### config.mk
export PLATFORM = sky130hd
export DESIGN_NAME = bully_leader_election_top
export DESIGN_NICKNAME = d
export VERILOG_FILES = /design/src/hw/rtl/ble_pkg.sv /design/src/hw/rtl/bully_leader_election_top.sv
export SDC_FILE = /design/constraint.sdc
export NUM_CORES = 1
export LEC_CHECK = 0
export ABC_AREA = 1
export BUFFER_PORTS_ARGS = -buffer_cell sky130_fd_sc_hd__buf_2
export CAP_MARGIN = 20
export CORE_MARGIN = 1.5
export CORE_UTILIZATION = 51
export CTS_BUF_LIST = sky130_fd_sc_hd__clkbuf_2
export DETAILED_ROUTE_END_ITERATION = 10
export GPL_TIMING_DRIVEN = 1
export PLACE_DENSITY = 0.71
export SLEW_MARGIN = 10
export SYNTH_ARGS = -nofsm -noshare
export SYNTH_HDL_FRONTEND = slang
export SYNTH_SLANG_ARGS = --single-unit
### constraint.sdc
create_clock -name aclk -period 4.43 [get_ports aclk]
set_clock_uncertainty 0.2 [all_clocks]
set_input_delay 0.2215 -clock aclk [delete_from_list [all_inputs] [get_ports aclk]]
set_output_delay 0.2215 -clock aclk [all_outputs]
set_load 0.02 [all_outputs]
### src/hw/rtl/ble_pkg.sv
// Package: shared types and constants for the bully leader election node.
`timescale 1ns / 1ps
`default_nettype none

package ble_pkg;

    // Identifier width, fixed by the message format.
    localparam int ID_BITS = 8;

    // Configuration register indexes and port widths.
    localparam int CFG_IDX_BITS  = 2;
    localparam int CFG_DATA_BITS = 24;

    localparam logic [CFG_IDX_BITS-1:0] CFG_NODE_ID        = 2'd0;
    localparam logic [CFG_IDX_BITS-1:0] CFG_RTT_TICKS      = 2'd1;
    localparam logic [CFG_IDX_BITS-1:0] CFG_PROBE_PERIOD   = 2'd2;
    localparam logic [CFG_IDX_BITS-1:0] CFG_NORMAL_TIMEOUT = 2'd3;

    // Register values after reset.
    localparam logic [ID_BITS-1:0] NODE_ID_RST        = 8'd0;
    localparam logic [15:0]        RTT_TICKS_RST      = 16'd100;
    localparam logic [23:0]        PROBE_PERIOD_RST   = 24'd1000;
    localparam logic [23:0]        NORMAL_TIMEOUT_RST = 24'd4000;

    // Item kinds.
    localparam logic KIND_TICK    = 1'b0;
    localparam logic KIND_MESSAGE = 1'b1;

    // Message types.
    localparam logic [2:0] MSG_ARE_U_THERE  = 3'd0;
    localparam logic [2:0] MSG_YES          = 3'd1;
    localparam logic [2:0] MSG_HALT         = 3'd2;
    localparam logic [2:0] MSG_NEW_LEADER   = 3'd3;
    localparam logic [2:0] MSG_ARE_U_NORMAL = 3'd4;
    localparam logic [2:0] MSG_STATE        = 3'd5;

    // Election sequencer steps.
    typedef enum logic [5:0] {
        PH_IDLE     = 6'b000001,
        PH_FIRST    = 6'b000010,
        PH_PROBED   = 6'b000100,
        PH_PRE_HALT = 6'b001000,
        PH_HALTED   = 6'b010000,
        PH_RETRY    = 6'b100000
    } phase_t;

    typedef struct packed {
        logic               kind;
        logic [2:0]         msg_type;
        logic [ID_BITS-1:0] sender_id;
        logic [7:0]         payload;
    } in_item_t;

    typedef struct packed {
        logic               send_valid;
        logic               send_multicast;
        logic [ID_BITS-1:0] send_dest;
        logic [2:0]         send_type;
        logic [7:0]         send_payload;
        logic               leader_known;
        logic [ID_BITS-1:0] leader_value;
        logic               in_election;
        logic               strongest_now;
    } out_item_t;

endpackage

`default_nettype wire

### src/hw/rtl/bully_leader_election_top.sv
// Top level: one node of a bully leader election, one item per cycle while the result side keeps up.
//
//  Channel  Ports                                 Direction  Carries
//  s_       s_valid, s_ready, s_data              in         tick or received message
//  m_       m_valid, m_ready, m_data              out        outgoing message and status
//  cfg_     cfg_we, cfg_index, cfg_wdata          in         register writes, no read-back
//
//  Cycles: one item per cycle sustained while m_ready stays high; an input transaction reaches
//  the result through the input register, the update logic and the result register.
//  Reset: aresetn is synchronous and active low; it restores the register defaults
//  and the election state (election mode, strongest, no leader, first 2-RTT wait).
//  Stalls: a waiting result holds the input register, which in turn drops s_ready.
`timescale 1ns / 1ps
`default_nettype none

module bully_leader_election_top #(
    parameter int TIME_BITS = 32
) (
    input  wire                                  aclk,
    input  wire                                  aresetn,
    input  wire                                  s_valid,
    output logic                                 s_ready,
    input  wire  ble_pkg::in_item_t              s_data,
    output logic                                 m_valid,
    input  wire                                  m_ready,
    output ble_pkg::out_item_t                   m_data,
    input  wire                                  cfg_we,
    input  wire  [ble_pkg::CFG_IDX_BITS-1:0]     cfg_index,
    input  wire  [ble_pkg::CFG_DATA_BITS-1:0]    cfg_wdata
);

    import ble_pkg::*;

    // Width for comparing elapsed ticks with the 24-bit period registers.
    localparam int CMP_BITS = (TIME_BITS > 24) ? TIME_BITS : 24;

    // Configuration registers.
    logic [ID_BITS-1:0] node_id_reg;
    logic [15:0]        rtt_ticks_reg;
    logic [23:0]        probe_period_reg;
    logic [23:0]        normal_timeout_reg;

    // Election state.
    logic                 mode_reg,      mode_next;
    logic                 strong_reg,    strong_next;
    logic                 lvalid_reg,    lvalid_next;
    logic [ID_BITS-1:0]   leader_reg,    leader_next;
    phase_t               phase_reg,     phase_next;
    logic [17:0]          wait_reg,      wait_next;
    logic [TIME_BITS-1:0] tick_reg,      tick_next;
    logic [TIME_BITS-1:0] seen_reg,      seen_next;
    logic [TIME_BITS-1:0] sent_reg,      sent_next;
    logic                 psent_reg,     psent_next;

    // Input register and result register.
    logic      in_valid_reg;
    in_item_t  in_reg;
    logic      out_valid_reg;
    out_item_t out_reg;
    out_item_t result;

    logic proc_fire;

    // Helpers for the update logic.
    logic [TIME_BITS-1:0] tick_inc;
    logic [TIME_BITS-1:0] el_sent;
    logic [TIME_BITS-1:0] el_seen;
    logic [17:0]          rtt2;
    logic [17:0]          rtt3;
    logic [17:0]          target;
    logic [17:0]          wait_inc;
    logic                 is_leader;

    // Process the held item whenever the result register is free or being drained.
    assign proc_fire = in_valid_reg && (!out_valid_reg || m_ready);
    assign s_ready   = !in_valid_reg || proc_fire;
    assign m_valid   = out_valid_reg;
    assign m_data    = out_reg;

    assign tick_inc  = tick_reg + TIME_BITS'(1);
    assign el_sent   = tick_inc - sent_reg;
    assign el_seen   = tick_inc - seen_reg;
    assign rtt2      = {1'b0, rtt_ticks_reg, 1'b0};
    assign rtt3      = {2'b00, rtt_ticks_reg} + rtt2;
    assign wait_inc  = wait_reg + 18'd1;
    assign is_leader = lvalid_reg && (leader_reg == node_id_reg);

    // Pick the length of the current sequencer wait.
    always_comb begin
        case (phase_reg)
            PH_HALTED: target = {2'b00, rtt_ticks_reg};
            PH_RETRY:  target = rtt3;
            default:   target = rtt2;
        endcase
    end

    // Next state and result for the item in the input register.
    always_comb begin
        mode_next   = mode_reg;
        strong_next = strong_reg;
        lvalid_next = lvalid_reg;
        leader_next = leader_reg;
        phase_next  = phase_reg;
        wait_next   = wait_reg;
        tick_next   = tick_reg;
        seen_next   = seen_reg;
        sent_next   = sent_reg;
        psent_next  = psent_reg;

        result = '0;

        if (in_reg.kind == KIND_TICK) begin
            tick_next = tick_inc;
            if (phase_reg != PH_IDLE) begin
                // Advance the wait; act only when it expires.
                if (wait_inc < target) begin
                    wait_next = wait_inc;
                end else begin
                    wait_next = '0;
                    case (phase_reg)
                        PH_FIRST: begin
                            if (strong_reg) begin
                                mode_next             = 1'b1;
                                result.send_valid     = 1'b1;
                                result.send_multicast = 1'b1;
                                result.send_type      = MSG_ARE_U_THERE;
                                result.send_payload   = node_id_reg;
                                phase_next            = PH_PROBED;
                            end else begin
                                phase_next = PH_RETRY;
                            end
                        end
                        PH_PROBED: begin
                            phase_next = strong_reg ? PH_PRE_HALT : PH_RETRY;
                        end
                        PH_PRE_HALT: begin
                            result.send_valid     = 1'b1;
                            result.send_multicast = 1'b1;
                            result.send_type      = MSG_HALT;
                            phase_next            = PH_HALTED;
                        end
                        PH_HALTED: begin
                            result.send_valid     = 1'b1;
                            result.send_multicast = 1'b1;
                            result.send_type      = MSG_NEW_LEADER;
                            result.send_payload   = node_id_reg;
                            mode_next             = 1'b0;
                            leader_next           = node_id_reg;
                            lvalid_next           = 1'b1;
                            psent_next            = 1'b0;
                            phase_next            = PH_IDLE;
                        end
                        PH_RETRY: begin
                            phase_next = lvalid_reg ? PH_IDLE : PH_FIRST;
                        end
                        default: begin
                            phase_next = PH_IDLE;
                        end
                    endcase
                end
            end else begin
                if (is_leader) begin
                    // Periodic liveness probe from the leader.
                    if (!psent_reg ||
                        (CMP_BITS'(el_sent) > CMP_BITS'(probe_period_reg))) begin
                        result.send_valid     = 1'b1;
                        result.send_multicast = 1'b1;
                        result.send_type      = MSG_ARE_U_NORMAL;
                        sent_next             = tick_inc;
                        psent_next            = 1'b1;
                    end
                end else if (CMP_BITS'(el_seen) > CMP_BITS'(normal_timeout_reg)) begin
                    // Leader went quiet: claim strongest and elect.
                    strong_next = 1'b1;
                    mode_next   = 1'b1;
                end
                if (mode_next) begin
                    phase_next = PH_FIRST;
                    wait_next  = '0;
                end
            end
        end else begin
            case (in_reg.msg_type)
                MSG_ARE_U_THERE: begin
                    if ((node_id_reg > in_reg.sender_id) && strong_reg) begin
                        result.send_valid = 1'b1;
                        result.send_dest  = in_reg.sender_id;
                        result.send_type  = MSG_YES;
                        mode_next         = 1'b1;
                    end else begin
                        strong_next = 1'b0;
                    end
                end
                MSG_YES: begin
                    mode_next   = 1'b0;
                    strong_next = 1'b0;
                end
                MSG_HALT: begin
                    mode_next = 1'b1;
                end
                MSG_NEW_LEADER: begin
                    seen_next   = tick_reg;
                    leader_next = in_reg.payload;
                    lvalid_next = 1'b1;
                    mode_next   = 1'b0;
                end
                MSG_ARE_U_NORMAL: begin
                    seen_next           = tick_reg;
                    result.send_valid   = 1'b1;
                    result.send_dest    = in_reg.sender_id;
                    result.send_type    = MSG_STATE;
                    result.send_payload = {7'd0, mode_reg};
                end
                MSG_STATE: begin
                    if (in_reg.payload != 8'd0) begin
                        mode_next = 1'b1;
                    end
                end
                default: begin
                    // Unknown types are dropped.
                end
            endcase
        end

        // Status reflects the state after the item.
        result.leader_known  = lvalid_next;
        result.leader_value  = leader_next;
        result.in_election   = mode_next;
        result.strongest_now = strong_next;
    end

    // Configuration registers.
    always_ff @(posedge aclk) begin
        if (!aresetn) begin
            node_id_reg        <= NODE_ID_RST;
            rtt_ticks_reg      <= RTT_TICKS_RST;
            probe_period_reg   <= PROBE_PERIOD_RST;
            normal_timeout_reg <= NORMAL_TIMEOUT_RST;
        end else if (cfg_we) begin
            case (cfg_index)
                CFG_NODE_ID:        node_id_reg        <= cfg_wdata[ID_BITS-1:0];
                CFG_RTT_TICKS:      rtt_ticks_reg      <= cfg_wdata[15:0];
                CFG_PROBE_PERIOD:   probe_period_reg   <= cfg_wdata[23:0];
                CFG_NORMAL_TIMEOUT: normal_timeout_reg <= cfg_wdata[23:0];
                default: begin
                end
            endcase
        end
    end

    // Election state: commit on each processed item.
    always_ff @(posedge aclk) begin
        if (!aresetn) begin
            mode_reg   <= 1'b1;
            strong_reg <= 1'b1;
            lvalid_reg <= 1'b0;
            leader_reg <= '0;
            phase_reg  <= PH_FIRST;
            wait_reg   <= '0;
            tick_reg   <= '0;
            seen_reg   <= '0;
            sent_reg   <= '0;
            psent_reg  <= 1'b0;
        end else if (proc_fire) begin
            mode_reg   <= mode_next;
            strong_reg <= strong_next;
            lvalid_reg <= lvalid_next;
            leader_reg <= leader_next;
            phase_reg  <= phase_next;
            wait_reg   <= wait_next;
            tick_reg   <= tick_next;
            seen_reg   <= seen_next;
            sent_reg   <= sent_next;
            psent_reg  <= psent_next;
        end
    end

    // Input register: load on an input transaction, free once processed.
    always_ff @(posedge aclk) begin
        if (!aresetn) begin
            in_valid_reg <= 1'b0;
        end else if (s_valid && s_ready) begin
            in_valid_reg <= 1'b1;
        end else if (proc_fire) begin
            in_valid_reg <= 1'b0;
        end
    end

    always_ff @(posedge aclk) begin
        if (s_valid && s_ready) begin
            in_reg <= s_data;
        end
    end

    // Result register: hold until the output transaction completes.
    always_ff @(posedge aclk) begin
        if (!aresetn) begin
            out_valid_reg <= 1'b0;
        end else if (proc_fire) begin
            out_valid_reg <= 1'b1;
        end else if (m_ready) begin
            out_valid_reg <= 1'b0;
        end
    end

    always_ff @(posedge aclk) begin
        if (proc_fire) begin
            out_reg <= result;
        end
    end

    // A processed item always lands in the result register.
    a_fire_loads_result: assert property (@(posedge aclk) disable iff (!aresetn)
        proc_fire |=> out_valid_reg)
        else $error("processed item did not reach the result register");

    // A blocked item stays put in the input register.
    a_blocked_item_holds: assert property (@(posedge aclk) disable iff (!aresetn)
        (in_valid_reg && !proc_fire) |=> (in_valid_reg && $stable(in_reg)))
        else $error("blocked input item was lost or changed");

    // Once a leader is known it is never forgotten.
    a_leader_sticky: assert property (@(posedge aclk) disable iff (!aresetn)
        $past(aresetn) |-> !$fell(lvalid_reg))
        else $error("leader_valid dropped");

    // Multicast results carry a message and no destination.
    a_multicast_form: assert property (@(posedge aclk) disable iff (!aresetn)
        (out_valid_reg && out_reg.send_multicast) |->
            (out_reg.send_valid && (out_reg.send_dest == '0)))
        else $error("malformed multicast result");

endmodule

`default_nettype wire

# [Word level (Yosys, flattened, before mapping)]
# Cells that the tools add are included.
[word_totals] regBits=258 input_bits=51 out_inout_bits=34 elab_cells=157
[op_classes] n_addsub=5 magnitude_cmp=4 n_eq_ne=17 mux=69 bitwise_logic=2 reduce_logical=31
[op_table] op="greater-than comparator 32 x 24 -> 1 bit" n=2
[op_table] op="subtractor 32 bit" n=2
[op_table] op="2-to-1 mux 8 bit" n=7
[op_table] op="2-to-1 mux 18 bit" n=3
[op_table] op="one-hot mux 18 bit (2 select lines)" n=1
[op_table] op="2-to-1 mux 11 bit" n=3
[op_table] op="adder 32 x 1 -> 32 bit, second input constant" n=1
[op_table] op="2-to-1 mux 1 bit" n=32
[op_table] op="2-to-1 mux 6 bit" n=5
[op_table] op="one-hot mux 6 bit (4 select lines)" n=1
[op_table] op="one-hot mux 11 bit (2 select lines)" n=1
[op_table] op="adder 16 x 17 -> 18 bit" n=1
[op_table] op="adder 18 x 1 -> 18 bit, second input constant" n=1
[op_table] op="< comparator 18 bit" n=1
[op_table] op="one-hot mux 8 bit (2 select lines)" n=1
[op_table] op="2-to-1 mux 2 bit" n=6
[op_table] op="AND reduction 2 bit" n=5
[op_table] op="nonzero test 2 bit" n=5
[op_table] op="2-to-1 mux 3 bit" n=3
[op_table] op="one-hot mux 3 bit (3 select lines)" n=1
[op_table] op="== test 8 bit" n=1
[op_table] op="greater-than comparator 8 bit" n=1
[op_table] op="nonzero test 8 bit" n=1
[op_table] op="== test 3 x 2 -> 1 bit, second input constant" n=2
[op_table] op="other kinds (26)" n=41

# [Depth between registers and ports, before layout]
[logic_depth] word_depth=9 mapped_depth=36 ltp_nobuf=36

# [Worst setup path before layout]
# Ideal clock, no wire load.
[synth_timing] kind="flip-flop to flip-flop" startpoint="reg tick_reg[0]" endpoint="reg wait_reg[9]" t_arrival_ns=4.604 t_required_ns=4.160 slack_ns=-0.444 path_stages_with_launch=36 path_buffers=1 synth_period_minus_slack_ns=4.874 path_cell_list="dfxtp_1 ha_1 nand2_1 nor2_1 nand2_1 nor4_1 nand3_1 nor2_1 nand3_1 nor2_1 xor2_1 inv_1 ha_1 nand2_1 nor2_1 inv_1 o21ai_0 a31oi_1 xor2_1 inv_1 ha_1 nand2_1 inv_1 nand3_1 nor3_1 nand4_1 nand2_1 nand3_1 nor2_1 nand3_1 nand2_1 nand2_2 nand2_4 buf_6 nand2_1 a21oi_1"
[synth_via] elab_chain_cells=9
[synth_rtl] element="start, declared" line_no="bully_leader_election_top.sv:50" rtl="logic [TIME_BITS-1:0] tick_reg, tick_next;"
[synth_rtl] element="start signal, assigned" line_no="bully_leader_election_top.sv:271" rtl="tick_reg <= tick_next;"
[synth_rtl] element="adder 32 x 1 -> 32 bit" line_no="bully_leader_election_top.sv:80" rtl="assign tick_inc = tick_reg + TIME_BITS'(1);"
[synth_rtl] element="net tick_inc[22]" line_no="bully_leader_election_top.sv:65" rtl="logic [TIME_BITS-1:0] tick_inc;"
[synth_rtl] element="subtractor 32 bit" line_no="bully_leader_election_top.sv:82" rtl="assign el_seen = tick_inc - seen_reg;"
[synth_rtl] element="greater-than comparator 32 x 24 -> 1 bit" line_no="bully_leader_election_top.sv:172" rtl="end else if (CMP_BITS'(el_seen) > CMP_BITS'(normal_timeout_reg)) begin"
[synth_rtl] element="2-to-1 mux 1 bit" line_no="bully_leader_election_top.sv:172"
[synth_rtl] element="2-to-1 mux 1 bit" line_no="bully_leader_election_top.sv:162" rtl="if (is_leader) begin"
[synth_rtl] element="2-to-1 mux 1 bit" line_no="bully_leader_election_top.sv:114" rtl="if (phase_reg != PH_IDLE) begin"
[synth_rtl] element="2-to-1 mux 1 bit" line_no="bully_leader_election_top.sv:112" rtl="if (in_reg.kind == KIND_TICK) begin"
[synth_rtl] element="nonzero test 2 bit (no source line)"
[synth_rtl] element="AND reduction 3 bit (no source line)"
[synth_rtl] element="end signal, assigned" line_no="bully_leader_election_top.sv:270" rtl="wait_reg <= wait_next;"
[synth_rtl] element="end, declared" line_no="bully_leader_election_top.sv:49" rtl="logic [17:0] wait_reg, wait_next;"
# The timed path passes the listed nets, and every way through them passes these cells. The select of a mux whose other input is x is not followed.
# A chain may end at the register's enable or synchronous reset.

# [Worst setup path in the final report]
[layout_timing] startpoint="reg tick_reg[2]" endpoint="reg wait_reg[6]"
# The elaborated chain is that of the path after synthesis.

==> metrics.cfg <==
[clock_tree]
cts-buffers-inserted=72
tritoncts=built
clk_pin_slew_ns=0.11
htreeDepth=3
cts_root_buf=clkbuf_2
cts.sinks=258
clockBufferDepth=3
clk_latency_ns=1.02

[setup_path]
cpPeakStageDelay_ns=0.39
cp_num_buf_inv=5
crit_family=simple AND/OR/NAND/NOR gates
cpMostUsedCell=nand2_1
worstPathRequired_ns=5.07
crit_type=flip-flop to flip-flop
critPathCaptureType=flip-flop
cp_max_fo=5
start_kind=flip-flop
worstPathArrival_ns=5.72
crit_slowest_cell=dfxtp_4

[routing]
via_per_inst=5.50
ant_nets=0
first_pass_iters=6
drcViolationCount=0
wl_per_cell_um=18.0
drt_iter0_markers=1796
vias=20600
wl_um=67500

[grt]
grt.total_usage_pct=35.5
grt_pass1_vias=19600
grt_overflow=0
grt_pass1_wl_um=101000
antenna_found_initial=2
grt_max_degree=82

[layout]
fin_nets=3429
fin_area_sq_um=25300
area_delta_synth_final_pct=41.2
drive_gt1_share_pct=27.9

[power]
p_leak_uw=0.0123
cellPowerDensity_nw_per_um2=284
finalPower_uw=7170
ir_worst_vdd_mv=0.180

[sta]
post-route-worst-setup-slack_ns=-0.651
setup_tns_ns=-36.58
tightest_slew_ns=1.01
slew_violations=0
max_freq_ghz=0.197
period_share_pct=115
fin_crit_ns=5.08
rsz0062_at_grt=yes
finalSetupViolations=66
finalHoldViolCount=0
slew-limit-headroom_pct=32.4

[placement]
port_buffers=84
placed_area_sq_um=21300
dp_hpwl_um=45800
place_ws_ns=-1.02
routabilityCongestion=0.938

[die]
die_height_um=190
initial_core_util_pct=51.8
core_area_sq_um=34500
die_x_um=190
rows=68
io_pins=85
die_area_sq_um=36200

[synthesis]
synth_top_flop_cell=dfxtp_1
ys_seq_area_share_pct=31.8
syn_avg_cell_area_sq_um=6.84
ys_types=55
async_reset_ff_share_pct=0
synth-edff-count=52
ys_ff_latch=258
synth_warnings=0
syn-cell-area_sq_um=17900
yosysTopAreaCell=dfxtp_1
synthTopCellsByArea=dfxtp_1, nand2_1, ha_1, edfxtp_1, inv_1
syn_nets=2822
yosys.area.top_type_share_pct=23.0
synthCells=2615

[job]
cap_viol_max_count=0

[min_path]
min_path_type=input port to flip-flop

[run_status]
violations=setup timing
status=complete, but fails checks

[cells by family after synthesis]
group                    Yosys count  synth area share (%)
AO/OA/AOI/OAI                    571                  17.1
XOR/XNOR                          90                  4.45
adder cells (fa/ha/maj)          156                  11.0
buffers and inverters            506                  10.8
flip-flops                       258                  31.8
multiplexers                       1                0.0629
AND/OR/NAND/NOR                 1033                  24.7
[worst paths after layout]
path                                           startpoint                                  to  slack [ns]  cells after the start
worst min-delay path                         cfg_wdata[6]  normal_timeout_reg[6]$_SDFFE_PN0P_        0.11                      4
worst max-delay path             tick_reg[2]$_SDFFE_PN0P_            wait_reg[6]$_SDFFE_PN0P_       -0.65                     29
worst max register to register   tick_reg[2]$_SDFFE_PN0P_            wait_reg[6]$_SDFFE_PN0P_       -0.65                     29
worst min register to register  seen_reg[30]$_SDFFE_PN0P_           seen_reg[30]$_SDFFE_PN0P_        0.27                      2
[what timing repair did]
action                                  4_1_cts  5_1_grt
endpoints found under the setup margin       83       92
cloned                                        7        5
hold buffers                                119        0
buffers inserted                             43       15
pin swaps                                    58       35
hold endpoints to repair                    211        0
resized for setup                           121      214
[Yosys cell counts (6+ instances only)]
| cell type | instances |
|---|---|
| a221oi_1 | 6 |
| nand2_1 | 530 |
| xnor2_1 | 26 |
| xor2_1 | 63 |
| nand3_1 | 107 |
| inv_2 | 27 |
| o211ai_1 | 10 |
| clkbuf_1 | 57 |
| o21ai_1 | 8 |
| nor2_1 | 247 |
| o21bai_1 | 15 |
| nor4_1 | 12 |
| nand4_1 | 64 |
| buf_2 | 6 |
| a21oi_1 | 277 |
| ha_1 | 153 |
| o21a_1 | 6 |
| a21o_1 | 8 |
| edfxtp_1 | 52 |
| inv_1 | 403 |
| a31oi_1 | 14 |
| and3_1 | 7 |
| nor3_1 | 29 |
| dfxtp_1 | 206 |
| nand2_2 | 6 |
| o21ai_0 | 204 |
[per-stage QoR]
stage / utilization (%) / std cells / hold slack [ns]
after floorplan: - / 2615 / 0.120
after global placement: 61.8 / 3417 / 0.199
after detailed placement: 61.8 / 3417 / 0.200
after CTS: 70.4 / 3718 / 0.0416
after global routing: 73.1 / 3738 / 0.145
final: 73.2 / 3741 / 0.113
[worst min-delay path, cell delays in order]
cell           delay (ns)
dlygate4sd3_1        0.54
buf_2                0.16
o21ai_0              0.11
a21oi_1              0.14
[final cells by class]
| class | instances | area (sq um) |
|---|---|---|
| Sequential cell | 258 | 5710 |
| Multi-Input combinational cell | 1855 | 11700 |
| Inverter | 432 | 1620 |
| Fill cell | 2759 | 9270 |
| Antenna cell | 5 | 12.5 |
| Timing Repair Buffer | 603 | 4940 |
| Clock inverter | 28 | 154 |
| Tap cell | 455 | 569 |
| Clock buffer | 105 | 526 |
[routing by layer]
layer	global-route usage [%]	vias up	routed length, um
met5	0	-	0
met4	18.5	0	3780
met3	5.12	269	4750
met2	62.3	992	32600
met1	41.8	9436	26400
li1	-	9863	-
[power by group]
part | switching, uW | internal, uW
clock network | 1150 | 706
registers | 68.2 | 2480
logic | 1530 | 1240
[cell usage in the layout, fill, tap and decap left out, types with 21 or more instances in the layout]
cell / count
o21ai_0: 173
nor3_1: 24
ha_4: 22
ha_1: 130
buf_2: 83
inv_1: 392
clkbuf_2: 105
buf_4: 375
xnor2_1: 25
nand2_2: 47
xor2_1: 53
o21ai_1: 22
dfxtp_1: 196
nand2_1: 460
clkinv_1: 21
inv_2: 39
a21oi_1: 238
dlygate4sd3_1: 119
nand4_1: 64
nor2_2: 27
nor2_1: 214
a21oi_2: 36
nand2_4: 33
nand3_1: 85
edfxtp_1: 52
Note: power is estimated with default switching activity, not from simulation.
